<file path="config.mk">
export PLATFORM = sky130hd
export DESIGN_NAME = battery_voltage_monitor_top
export DESIGN_NICKNAME = d
export VERILOG_FILES = /design/src/hw/rtl/bvm_pkg.sv /design/src/hw/rtl/bvm_front.sv /design/src/hw/rtl/bvm_fifo.sv /design/src/hw/rtl/bvm_div.sv /design/src/hw/rtl/bvm_back.sv /design/src/hw/rtl/battery_voltage_monitor_top.sv
export SDC_FILE = /design/constraint.sdc
export NUM_CORES = 2
export LEC_CHECK = 0
export BUFFER_PORTS_ARGS = -buffer_cell sky130_fd_sc_hd__buf_4
export CAP_MARGIN = 25
export CELL_PAD_IN_SITES_DETAIL_PLACEMENT = 1
export CELL_PAD_IN_SITES_GLOBAL_PLACEMENT = 1
export CORE_MARGIN = 4
export CORE_UTILIZATION = 39
export CTS_CLUSTER_SIZE = 8
export DETAILED_ROUTE_END_ITERATION = 16
export PLACE_DENSITY = 0.77
export SETUP_SLACK_MARGIN = 0.05
export SLEW_MARGIN = 0
export SYNTH_ARGS = -nofsm -noshare
export SYNTH_HDL_FRONTEND = slang
export SYNTH_SLANG_ARGS = --single-unit
</file>
<file path="constraint.sdc">
create_clock -name clk -period 7.7 [get_ports clk]
set_input_delay 0.77 -clock clk [delete_from_list [all_inputs] [get_ports clk]]
set_output_delay 0.77 -clock clk [all_outputs]
set_load 0.02 [all_outputs]
</file>
<file path="src/hw/rtl/bvm_pkg.sv">
// Shared types and constants for the battery voltage monitor.
`timescale 1ns / 1ps
package bvm_pkg;

	localparam int unsigned SUM_W  = 18;
	localparam int unsigned PROD_W = 34;
	localparam int unsigned DIV_W  = PROD_W - 4;
	localparam int unsigned QDEPTH = 4;

	localparam logic KIND_TICK   = 1'b0;
	localparam logic KIND_SAMPLE = 1'b1;

	typedef enum logic [2:0] {
		REG_INTERVAL = 3'd0,
		REG_GAIN     = 3'd1,
		REG_ALPHA    = 3'd2,
		REG_CRITICAL = 3'd3,
		REG_LOW      = 3'd4,
		REG_HYST     = 3'd5
	} reg_idx_t;

	typedef struct packed {
		logic        kind;
		logic [31:0] now_ms;
		logic [11:0] raw_code;
		logic [11:0] pin_millivolts;
	} req_t;

	typedef struct packed {
		logic        sampling;
		logic        updated;
		logic        valid_res;
		logic        low_flag;
		logic        critical_flag;
		logic [15:0] pack_mv;
		logic [14:0] cell_mv;
		logic [11:0] raw_average;
	} rsp_t;

	typedef struct packed {
		logic [15:0] pack_gain_q12;
		logic [8:0]  alpha_q8;
		logic [15:0] critical_mv;
		logic [15:0] low_mv;
		logic [11:0] hysteresis_mv;
	} back_cfg_t;

	typedef struct packed {
		logic             finish;
		logic             sampling;
		logic [SUM_W-1:0] raw_sum;
		logic [SUM_W-1:0] mv_sum;
	} cmd_t;

endpackage

</file>
<file path="src/hw/rtl/bvm_front.sv">
// Front end: burst pacing, sample accumulation and command issue.
`timescale 1ns / 1ps
module bvm_front #(
	parameter int unsigned SAMPLES = 8
) (
	input  logic          clk,
	input  logic          arst_n,
	input  logic          req_valid,
	output logic          req_ready,
	input  bvm_pkg::req_t req,
	input  logic [15:0]   interval_ms,
	output logic          push,
	output bvm_pkg::cmd_t cmd,
	input  logic          full
);
	import bvm_pkg::*;

	localparam int unsigned CNT_W = $clog2(SAMPLES + 1);

	logic [31:0]      last_tick_q;
	logic             open_q;
	logic [CNT_W-1:0] cnt_q;
	logic [SUM_W-1:0] raw_sum_q;
	logic [SUM_W-1:0] mv_sum_q;

	logic [31:0]      elapsed;
	logic             tick_open;
	logic [CNT_W-1:0] cnt_nx;
	logic [SUM_W-1:0] raw_nx;
	logic [SUM_W-1:0] mv_nx;
	logic             last_sample;
	logic             take_sample;

	assign req_ready   = !full;
	assign push        = req_valid && req_ready;
	assign elapsed     = req.now_ms - last_tick_q;
	assign tick_open   = !open_q && (elapsed >= {16'b0, interval_ms});
	assign cnt_nx      = cnt_q + 1'b1;
	assign raw_nx      = raw_sum_q + SUM_W'(req.raw_code);
	assign mv_nx       = mv_sum_q + SUM_W'(req.pin_millivolts);
	assign last_sample = (cnt_nx == CNT_W'(SAMPLES));
	assign take_sample = (req.kind == KIND_SAMPLE) && open_q;

	always_comb begin
		cmd.raw_sum = raw_nx;
		cmd.mv_sum  = mv_nx;
		cmd.finish  = take_sample && last_sample;
		case (req.kind)
			KIND_TICK:   cmd.sampling = open_q || tick_open;
			KIND_SAMPLE: cmd.sampling = open_q && !last_sample;
			default:     cmd.sampling = open_q;
		endcase
	end

	always_ff @(posedge clk or negedge arst_n) begin
		if (!arst_n) begin
			last_tick_q <= '0;
			open_q      <= 1'b0;
			cnt_q       <= '0;
			raw_sum_q   <= '0;
			mv_sum_q    <= '0;
		end else if (push) begin
			case (req.kind)
				KIND_TICK: begin
					if (tick_open) begin
						last_tick_q <= req.now_ms;
						open_q      <= 1'b1;
						cnt_q       <= '0;
						raw_sum_q   <= '0;
						mv_sum_q    <= '0;
					end
				end
				default: begin
					if (take_sample) begin
						raw_sum_q <= raw_nx;
						mv_sum_q  <= mv_nx;
						if (last_sample) begin
							open_q <= 1'b0;
							cnt_q  <= '0;
						end else begin
							cnt_q <= cnt_nx;
						end
					end
				end
			endcase
		end
	end

endmodule

</file>
<file path="src/hw/rtl/bvm_fifo.sv">
// Command queue between the front end and the back end.
`timescale 1ns / 1ps
module bvm_fifo (
	input  logic          clk,
	input  logic          arst_n,
	input  logic          push,
	input  bvm_pkg::cmd_t cmd_in,
	output logic          full,
	input  logic          pop,
	output bvm_pkg::cmd_t cmd_out,
	output logic          empty
);
	import bvm_pkg::*;

	localparam int unsigned PW = $clog2(QDEPTH);

	cmd_t          mem_q [QDEPTH];
	logic [PW-1:0] wr_ptr_q;
	logic [PW-1:0] rd_ptr_q;
	logic [PW:0]   count_q;

	assign full    = (count_q == (PW + 1)'(QDEPTH));
	assign empty   = (count_q == '0);
	assign cmd_out = mem_q[rd_ptr_q];

	always_ff @(posedge clk) begin
		if (push) begin
			mem_q[wr_ptr_q] <= cmd_in;
		end
	end

	always_ff @(posedge clk or negedge arst_n) begin
		if (!arst_n) begin
			wr_ptr_q <= '0;
			rd_ptr_q <= '0;
			count_q  <= '0;
		end else begin
			if (push) begin
				wr_ptr_q <= wr_ptr_q + 1'b1;
			end
			if (pop) begin
				rd_ptr_q <= rd_ptr_q + 1'b1;
			end
			if (push && !pop) begin
				count_q <= count_q + 1'b1;
			end else if (pop && !push) begin
				count_q <= count_q - 1'b1;
			end
		end
	end

endmodule

</file>
<file path="src/hw/rtl/bvm_div.sv">
// Division by a fixed divisor through multiplication by its rounded-up reciprocal.
`timescale 1ns / 1ps
module bvm_div #(
	parameter int unsigned DIVISOR = 8,
	parameter int unsigned DW      = 30
) (
	input  logic          clk,
	input  logic          arst_n,
	input  logic          start,
	input  logic [DW-1:0] dividend,
	output logic          done,
	output logic [DW-1:0] quotient
);
	// With a shift of DW plus the ceiling of log2 of the divisor, the rounded-up reciprocal gives the
	// exact floor quotient for every dividend of DW bits.
	localparam int unsigned SH = DW + $clog2(DIVISOR);
	localparam int unsigned PW = 2 * DW + 1;
	localparam logic [63:0] RECIP_FULL =
		((64'd1 << SH) + 64'(DIVISOR) - 64'd1) / 64'(DIVISOR);
	localparam logic [DW:0] RECIP = RECIP_FULL[DW:0];

	logic [DW-1:0] quo_q;
	logic          done_q;
	logic [PW-1:0] prod;

	assign prod     = PW'(dividend) * PW'(RECIP);
	assign done     = done_q;
	assign quotient = quo_q;

	always_ff @(posedge clk) begin
		if (start) begin
			quo_q <= DW'(prod >> SH);
		end
	end

	always_ff @(posedge clk or negedge arst_n) begin
		if (!arst_n) begin
			done_q <= 1'b0;
		end else begin
			done_q <= start;
		end
	end

endmodule

</file>
<file path="src/hw/rtl/bvm_back.sv">
// Back end: burst averaging, gain scaling, smoothing, flags and result register.
`timescale 1ns / 1ps
module bvm_back #(
	parameter int unsigned SAMPLES = 8
) (
	input  logic               clk,
	input  logic               arst_n,
	input  bvm_pkg::back_cfg_t cfg,
	input  logic               empty,
	input  bvm_pkg::cmd_t      cmd,
	output logic               pop,
	output logic               rsp_valid,
	input  logic               rsp_ready,
	output bvm_pkg::rsp_t      rsp
);
	import bvm_pkg::*;

	typedef enum logic [7:0] {
		ST_IDLE   = 8'b0000_0001,
		ST_MUL    = 8'b0000_0010,
		ST_DSTART = 8'b0000_0100,
		ST_DIV    = 8'b0000_1000,
		ST_EMUL   = 8'b0001_0000,
		ST_EADD   = 8'b0010_0000,
		ST_FLAG   = 8'b0100_0000,
		ST_OUT    = 8'b1000_0000
	} state_t;

	state_t           state_q;
	logic [SUM_W-1:0] raw_sum_q;
	logic [SUM_W-1:0] mv_sum_q;
	logic [PROD_W-1:0] prod_q;
	logic [23:0]      read_q;
	logic [32:0]      m1_q;
	logic [32:0]      m2_q;
	logic [23:0]      filt_q;
	logic             have_q;
	logic             low_q;
	logic             crit_q;
	logic [11:0]      raw_avg_q;
	logic             rsp_valid_q;
	rsp_t             rsp_q;

	logic             slot_free;
	logic             rsp_load;
	logic             div_start;
	logic             div_done;
	logic             raw_done;
	logic [DIV_W-1:0] mv_quo;
	logic [SUM_W-1:0] raw_quo;
	logic [8:0]       alpha_eff;
	logic [8:0]       alpha_inv;
	logic [33:0]      ema_sum;
	logic [23:0]      crit_set;
	logic [24:0]      crit_clr;
	logic [23:0]      low_set;
	logic [24:0]      low_clr;
	logic             crit_nx;
	logic             low_nx;
	rsp_t             status;

	assign slot_free = !rsp_valid_q || rsp_ready;
	assign rsp_load  = ((state_q == ST_IDLE) && pop && !cmd.finish) ||
		((state_q == ST_OUT) && slot_free);
	assign div_start = (state_q == ST_DSTART);
	assign alpha_eff = cfg.alpha_q8[8] ? 9'd256 : cfg.alpha_q8;
	assign alpha_inv = 9'd256 - alpha_eff;
	assign ema_sum   = {1'b0, m1_q} + {1'b0, m2_q};
	assign crit_set  = {cfg.critical_mv, 8'b0};
	assign crit_clr  = {17'(cfg.critical_mv) + 17'(cfg.hysteresis_mv), 8'b0};
	assign low_set   = {cfg.low_mv, 8'b0};
	assign low_clr   = {17'(cfg.low_mv) + 17'(cfg.hysteresis_mv), 8'b0};
	assign rsp_valid = rsp_valid_q;
	assign rsp       = rsp_q;

	bvm_div #(.DIVISOR(SAMPLES), .DW(DIV_W)) u_mv_div (
		.clk      (clk),
		.arst_n   (arst_n),
		.start    (div_start),
		.dividend (prod_q[PROD_W-1:4]),
		.done     (div_done),
		.quotient (mv_quo)
	);

	bvm_div #(.DIVISOR(SAMPLES), .DW(SUM_W)) u_raw_div (
		.clk      (clk),
		.arst_n   (arst_n),
		.start    (div_start),
		.dividend (raw_sum_q),
		.done     (raw_done),
		.quotient (raw_quo)
	);

	always_comb begin
		crit_nx = crit_q;
		if (!crit_q && (filt_q <= crit_set)) begin
			crit_nx = 1'b1;
		end else if (crit_q && ({1'b0, filt_q} > crit_clr)) begin
			crit_nx = 1'b0;
		end
		low_nx = low_q;
		if (!low_q && (filt_q <= low_set)) begin
			low_nx = 1'b1;
		end else if (low_q && ({1'b0, filt_q} > low_clr)) begin
			low_nx = 1'b0;
		end
	end

	always_comb begin
		status.sampling      = (state_q == ST_IDLE) && cmd.sampling;
		status.updated       = (state_q == ST_OUT);
		status.valid_res     = have_q;
		status.low_flag      = low_q;
		status.critical_flag = crit_q;
		status.pack_mv       = filt_q[23:8];
		status.cell_mv       = filt_q[23:9];
		status.raw_average   = raw_avg_q;
	end

	always_comb begin
		pop = 1'b0;
		if (state_q == ST_IDLE && !empty) begin
			pop = cmd.finish || slot_free;
		end
	end

	always_ff @(posedge clk) begin
		unique case (state_q)
			ST_IDLE: begin
				raw_sum_q <= cmd.raw_sum;
				mv_sum_q  <= cmd.mv_sum;
			end
			ST_MUL: begin
				prod_q <= PROD_W'(mv_sum_q) * PROD_W'(cfg.pack_gain_q12);
			end
			ST_DIV: begin
				if (div_done) begin
					read_q <= (mv_quo[DIV_W-1:24] != '0) ? 24'hFFFFFF : mv_quo[23:0];
				end
			end
			ST_EMUL: begin
				m1_q <= 33'(filt_q) * 33'(alpha_inv);
				m2_q <= 33'(read_q) * 33'(alpha_eff);
			end
			default: begin
			end
		endcase
	end

	always_ff @(posedge clk or negedge arst_n) begin
		if (!arst_n) begin
			state_q     <= ST_IDLE;
			filt_q      <= '0;
			have_q      <= 1'b0;
			low_q       <= 1'b0;
			crit_q      <= 1'b0;
			raw_avg_q   <= '0;
			rsp_valid_q <= 1'b0;
			rsp_q       <= '0;
		end else begin
			if (rsp_load) begin
				rsp_q       <= status;
				rsp_valid_q <= 1'b1;
			end else if (rsp_ready) begin
				rsp_valid_q <= 1'b0;
			end
			unique case (state_q)
				ST_IDLE: begin
					if (pop && cmd.finish) begin
						state_q <= ST_MUL;
					end
				end
				ST_MUL: begin
					state_q <= ST_DSTART;
				end
				ST_DSTART: begin
					state_q <= ST_DIV;
				end
				ST_DIV: begin
					if (div_done && raw_done) begin
						raw_avg_q <= raw_quo[11:0];
						state_q   <= ST_EMUL;
					end
				end
				ST_EMUL: begin
					if (!have_q) begin
						filt_q  <= read_q;
						have_q  <= 1'b1;
						state_q <= ST_FLAG;
					end else begin
						state_q <= ST_EADD;
					end
				end
				ST_EADD: begin
					filt_q  <= ema_sum[31:8];
					state_q <= ST_FLAG;
				end
				ST_FLAG: begin
					crit_q  <= crit_nx;
					low_q   <= low_nx;
					state_q <= ST_OUT;
				end
				ST_OUT: begin
					if (slot_free) begin
						state_q <= ST_IDLE;
					end
				end
				default: begin
					state_q <= ST_IDLE;
				end
			endcase
		end
	end

endmodule

</file>
<file path="src/hw/rtl/battery_voltage_monitor_top.sv">
// Top level of the battery voltage monitor with its register file.
`timescale 1ns / 1ps
// Each request is a time tick or an ADC sample and yields exactly one result. Ticks and
// samples that do not close a burst pass through the command queue straight into the
// result register, so they stream at one per cycle while results are taken and no burst
// is being closed. The sample that closes a burst holds the back end for the gain
// multiply, the division by SAMPLES as a reciprocal multiply, the smoothing multiply and
// add (no add when it seeds the filter), the flag update and the result load, and while
// the result waits for rsp_ready. A four-entry command queue lets the front end keep accepting requests meanwhile.
module battery_voltage_monitor_top #(
	parameter int unsigned SAMPLES = 8
) (
	input  logic          clk,
	input  logic          arst_n,
	input  logic          req_valid,
	output logic          req_ready,
	input  bvm_pkg::req_t req,
	output logic          rsp_valid,
	input  logic          rsp_ready,
	output bvm_pkg::rsp_t rsp,
	input  logic          psel,
	input  logic          penable,
	input  logic          pwrite,
	input  logic [4:0]    paddr,
	input  logic [31:0]   pwdata,
	output logic [31:0]   prdata,
	output logic          pready
);
	import bvm_pkg::*;

	logic [15:0] interval_q;
	back_cfg_t   cfg_q;
	logic        push;
	logic        pop;
	logic        full;
	logic        empty;
	cmd_t        cmd_in;
	cmd_t        cmd_out;
	logic        wr_en;
	reg_idx_t    idx;

	assign pready = 1'b1;
	assign wr_en  = psel && penable && pwrite;
	assign idx    = reg_idx_t'(paddr[4:2]);

	always_ff @(posedge clk or negedge arst_n) begin
		if (!arst_n) begin
			interval_q          <= 16'd100;
			cfg_q.pack_gain_q12 <= 16'd8192;
			cfg_q.alpha_q8      <= 9'd26;
			cfg_q.critical_mv   <= 16'd6400;
			cfg_q.low_mv        <= 16'd7000;
			cfg_q.hysteresis_mv <= 12'd200;
		end else if (wr_en) begin
			unique case (idx)
				REG_INTERVAL: interval_q          <= pwdata[15:0];
				REG_GAIN:     cfg_q.pack_gain_q12 <= pwdata[15:0];
				REG_ALPHA:    cfg_q.alpha_q8      <= pwdata[8:0];
				REG_CRITICAL: cfg_q.critical_mv   <= pwdata[15:0];
				REG_LOW:      cfg_q.low_mv        <= pwdata[15:0];
				REG_HYST:     cfg_q.hysteresis_mv <= pwdata[11:0];
				default: begin
				end
			endcase
		end
	end

	always_comb begin
		unique case (idx)
			REG_INTERVAL: prdata = {16'b0, interval_q};
			REG_GAIN:     prdata = {16'b0, cfg_q.pack_gain_q12};
			REG_ALPHA:    prdata = {23'b0, cfg_q.alpha_q8};
			REG_CRITICAL: prdata = {16'b0, cfg_q.critical_mv};
			REG_LOW:      prdata = {16'b0, cfg_q.low_mv};
			REG_HYST:     prdata = {20'b0, cfg_q.hysteresis_mv};
			default:      prdata = '0;
		endcase
	end

	bvm_front #(.SAMPLES(SAMPLES)) u_front (
		.clk         (clk),
		.arst_n      (arst_n),
		.req_valid   (req_valid),
		.req_ready   (req_ready),
		.req         (req),
		.interval_ms (interval_q),
		.push        (push),
		.cmd         (cmd_in),
		.full        (full)
	);

	bvm_fifo u_fifo (
		.clk     (clk),
		.arst_n  (arst_n),
		.push    (push),
		.cmd_in  (cmd_in),
		.full    (full),
		.pop     (pop),
		.cmd_out (cmd_out),
		.empty   (empty)
	);

	bvm_back #(.SAMPLES(SAMPLES)) u_back (
		.clk       (clk),
		.arst_n    (arst_n),
		.cfg       (cfg_q),
		.empty     (empty),
		.cmd       (cmd_out),
		.pop       (pop),
		.rsp_valid (rsp_valid),
		.rsp_ready (rsp_ready),
		.rsp       (rsp)
	);

endmodule

</file>
==> metrics.txt <==
initial antenna violation count=10; full die area=134400 um^2; I/O Buffers=148; status=complete, no violations; vias in the first global route=40460; Die Y=366.6 um; # setup viols final=0; Clk Latency, worst-skew pair=710 ps; CP delay by family, top=adder cells; die width=366.6 um; RSZ-0062 raised after global routing=no; clk slew on worst S/H paths=50 ps; number of max-cap violations=0; fmax=141.2 MHz; Worst path max stage delay=790 ps; Critical path buffers and inverters=4; Post-CTS Hold Fix Bufs=0; CTS buffer count=82; DR vias=35580; Worst-Margin Slew=1086 ps; fill count=14080; Clock Path Buffers=3; CTS tree=yes; most frequent cells in the layout=inv_1 (736), nand2_1 (582), fa_1 (535), ha_1 (402), and2_1 (343); Setup crit start kind=register; setup_tns=0 ps; most common cell after layout, fill and taps aside=inv_1; syn_area_per_cell=10.30 um^2; Post-CTS Setup Bufs=0; Pre-antenna DRT Iters=5; kind of critical path=reg -> reg; EDFF count, synth=312; GP Congestion=0.8721; Initial Utilization=39.28%; Final Max Tran Viols=0; largest fanout on the critical path=14; Final min period=7083 ps; Total GRT Usage=20.59%; first-pass GRT wire length=222400 um; Post-route DRC=0; synthesized cell area=50150 um^2; wire per inst=20.64 um; post-synthesis register bit count=556; drt total wl=137600 um; post-cts sizing count=0; RR Startpoint=cfg_q[45]; Rows=131; Fin. Hold Viols=0; Synth Instances=4871; CTS Sinks=556; Critical Path RT=8110 ps; fraction of layout cells with a size suffix above 1=10.88%; worst r2r path cells=23; Reg-to-Reg End=u_back.m1_q[31]; FFs w/ async S/R, synth=43.88%; pin count of the biggest net entering global routing=113; antenna-violating nets left=0; Hold Crit Class=in -> async; Period Utilization, post-route=91.99%; NumNets Final=5975; Synth-to-Final Area Change=10.58%; vias per cell=5.335; register area share after synthesis=30.91%; Slowest cell on crit path=ha_1; GRT overflow=0; CTS H-Tree Depth=3; Synth Warn #=0; CP arrival=7490 ps; R2R Setup Slk=620 ps; Clock Tree Root=clkbuf_16; Post-DP HPWL=104100 um; CP cell instances=nor2b_2 > inv_1 > ha_1 > nand2_1 > fa_1 > fa_1 > inv_1 > ha_1 > inv_1 > fa_1 > inv_1 > ha_1 > a21o_1 > a211oi_1 > o21ai_0 > o21ai_0 > o311ai_1 > nand2_1 > o21ai_0 > or4_1 > a31oi_1 > o21ai_0 > xnor2_1; Most used DFF post-synth=edfxtp_1; core area=127700 um^2; DRT iter0 DRCs=1872; Yosys cell types=84; crit end category=register; max_slew headroom=27.35%; IO Pins=184; Worst Clk Skew=85.13 ps
metal layers:
metal  global-route usage (%)  vias up  wire (um)
met3                    2.916      267       5950
met5                        0        -         49
met1                    25.17    18510      56390
li1                         -    16010          -
met2                    37.41      785      70860
met4                    6.518        8       4362
synth_stat cells, drive strengths merged, types with 16 or more instances:
library cell	instances	area [um^2]
inv	738	2770
nand2	584	2200
fa	535	10710
ha	402	5030
and2	343	2146
edfxtp	312	9369
dfrtp	223	5580
clkbuf	168	630.6
a21oi	159	799.5
o21ai	147	735.7
xnor2	131	1147
nor2	130	488.0
mux2	124	1408
buf	82	493.0
a21o	59	442.9
xor2	54	473.0
nand3	52	260.3
nand2b	51	319.1
nor3	49	245.2
nor2b	47	294.0
o21a	45	337.8
mux4	34	765.7
mux2i	31	310.3
nand4	30	187.7
o21bai	29	217.7
a211oi	28	210.2
a22o	24	210.2
a31oi	21	131.4
and3	21	131.4
dfstp	21	551.8
a22oi	18	135.1
or3	16	100.1
sequential cells by signal, summed over array words and instances (netlist names), 15 cells and up:
signal,flops
u_fifo.mem_q,128
u_back.filt_q,24
interval_q,16
u_back.m2_q,32
u_front.last_tick_q,32
u_back.mv_sum_q,18
u_back.m1_q,32
u_back.u_mv_div.quotient,27
u_front.mv_sum_q,18
cfg_q,69
u_front.raw_sum_q,15
u_back.rsp,33
u_back.read_q,24
u_back.prod_q,27
worst max path at each step:
stage / start / to / slack (ps) / cells after the start
after floorplan: cfg_q[52] / u_back.m1_q[31] / 880 / 28
after global placement: req[24] / u_front.last_tick_q[7] / 640 / 23
after detailed placement: req[24] / u_front.last_tick_q[31] / 530 / 23
after CTS: cfg_q[52] / u_back.m1_q[31] / 510 / 22
after global routing: cfg_q[52] / u_back.m1_q[31] / 140 / 22
final: cfg_q[45] / u_back.m1_q[31] / 620 / 23
metrics by stage:
step,cells,utilization (%),setup slack (ps),hold WS [ps],cell area [um^2]
global placement,6513,41.40,642.2,400.6,52860
floorplan,4886,-,876.8,400.3,50210
finish,6668,43.44,617.1,164.2,55460
global route,6663,43.43,135.4,221.8,55450
detailed placement,6513,41.40,525.7,405.2,52860
CTS,6661,43.39,510.3,180.6,55400
cell families after synthesis:
group	share of synthesized area, %
XOR/XNOR	3.231
multiplexers	4.952
AO/OA/AOI/OAI	8.128
other	0.01497
flip-flops	30.91
adder cells (fa/ha/maj)	31.38
AND/OR/NAND/NOR	13.62
buffers and inverters	7.764
final cells by class:
| cell class | count | area (um^2) | area share, % |
|---|---|---|---|
| inverters | 738 | 2770 | 4.995 |
| clock inverters | 11 | 250.2 | 0.4512 |
| diodes | 5 | 12.51 | 0.02256 |
| well taps | 1662 | 2079 | 3.750 |
| flip-flops and latches | 556 | 15500 | 27.95 |
| clock buffers | 137 | 2288 | 4.126 |
| multi-input cells | 3342 | 30890 | 55.70 |
| repair buffers | 217 | 1664 | 3.001 |
Power is left out: the tool's default activity adds up to more than one toggle a clock period on the data nets, which glitch-free logic cannot reach.
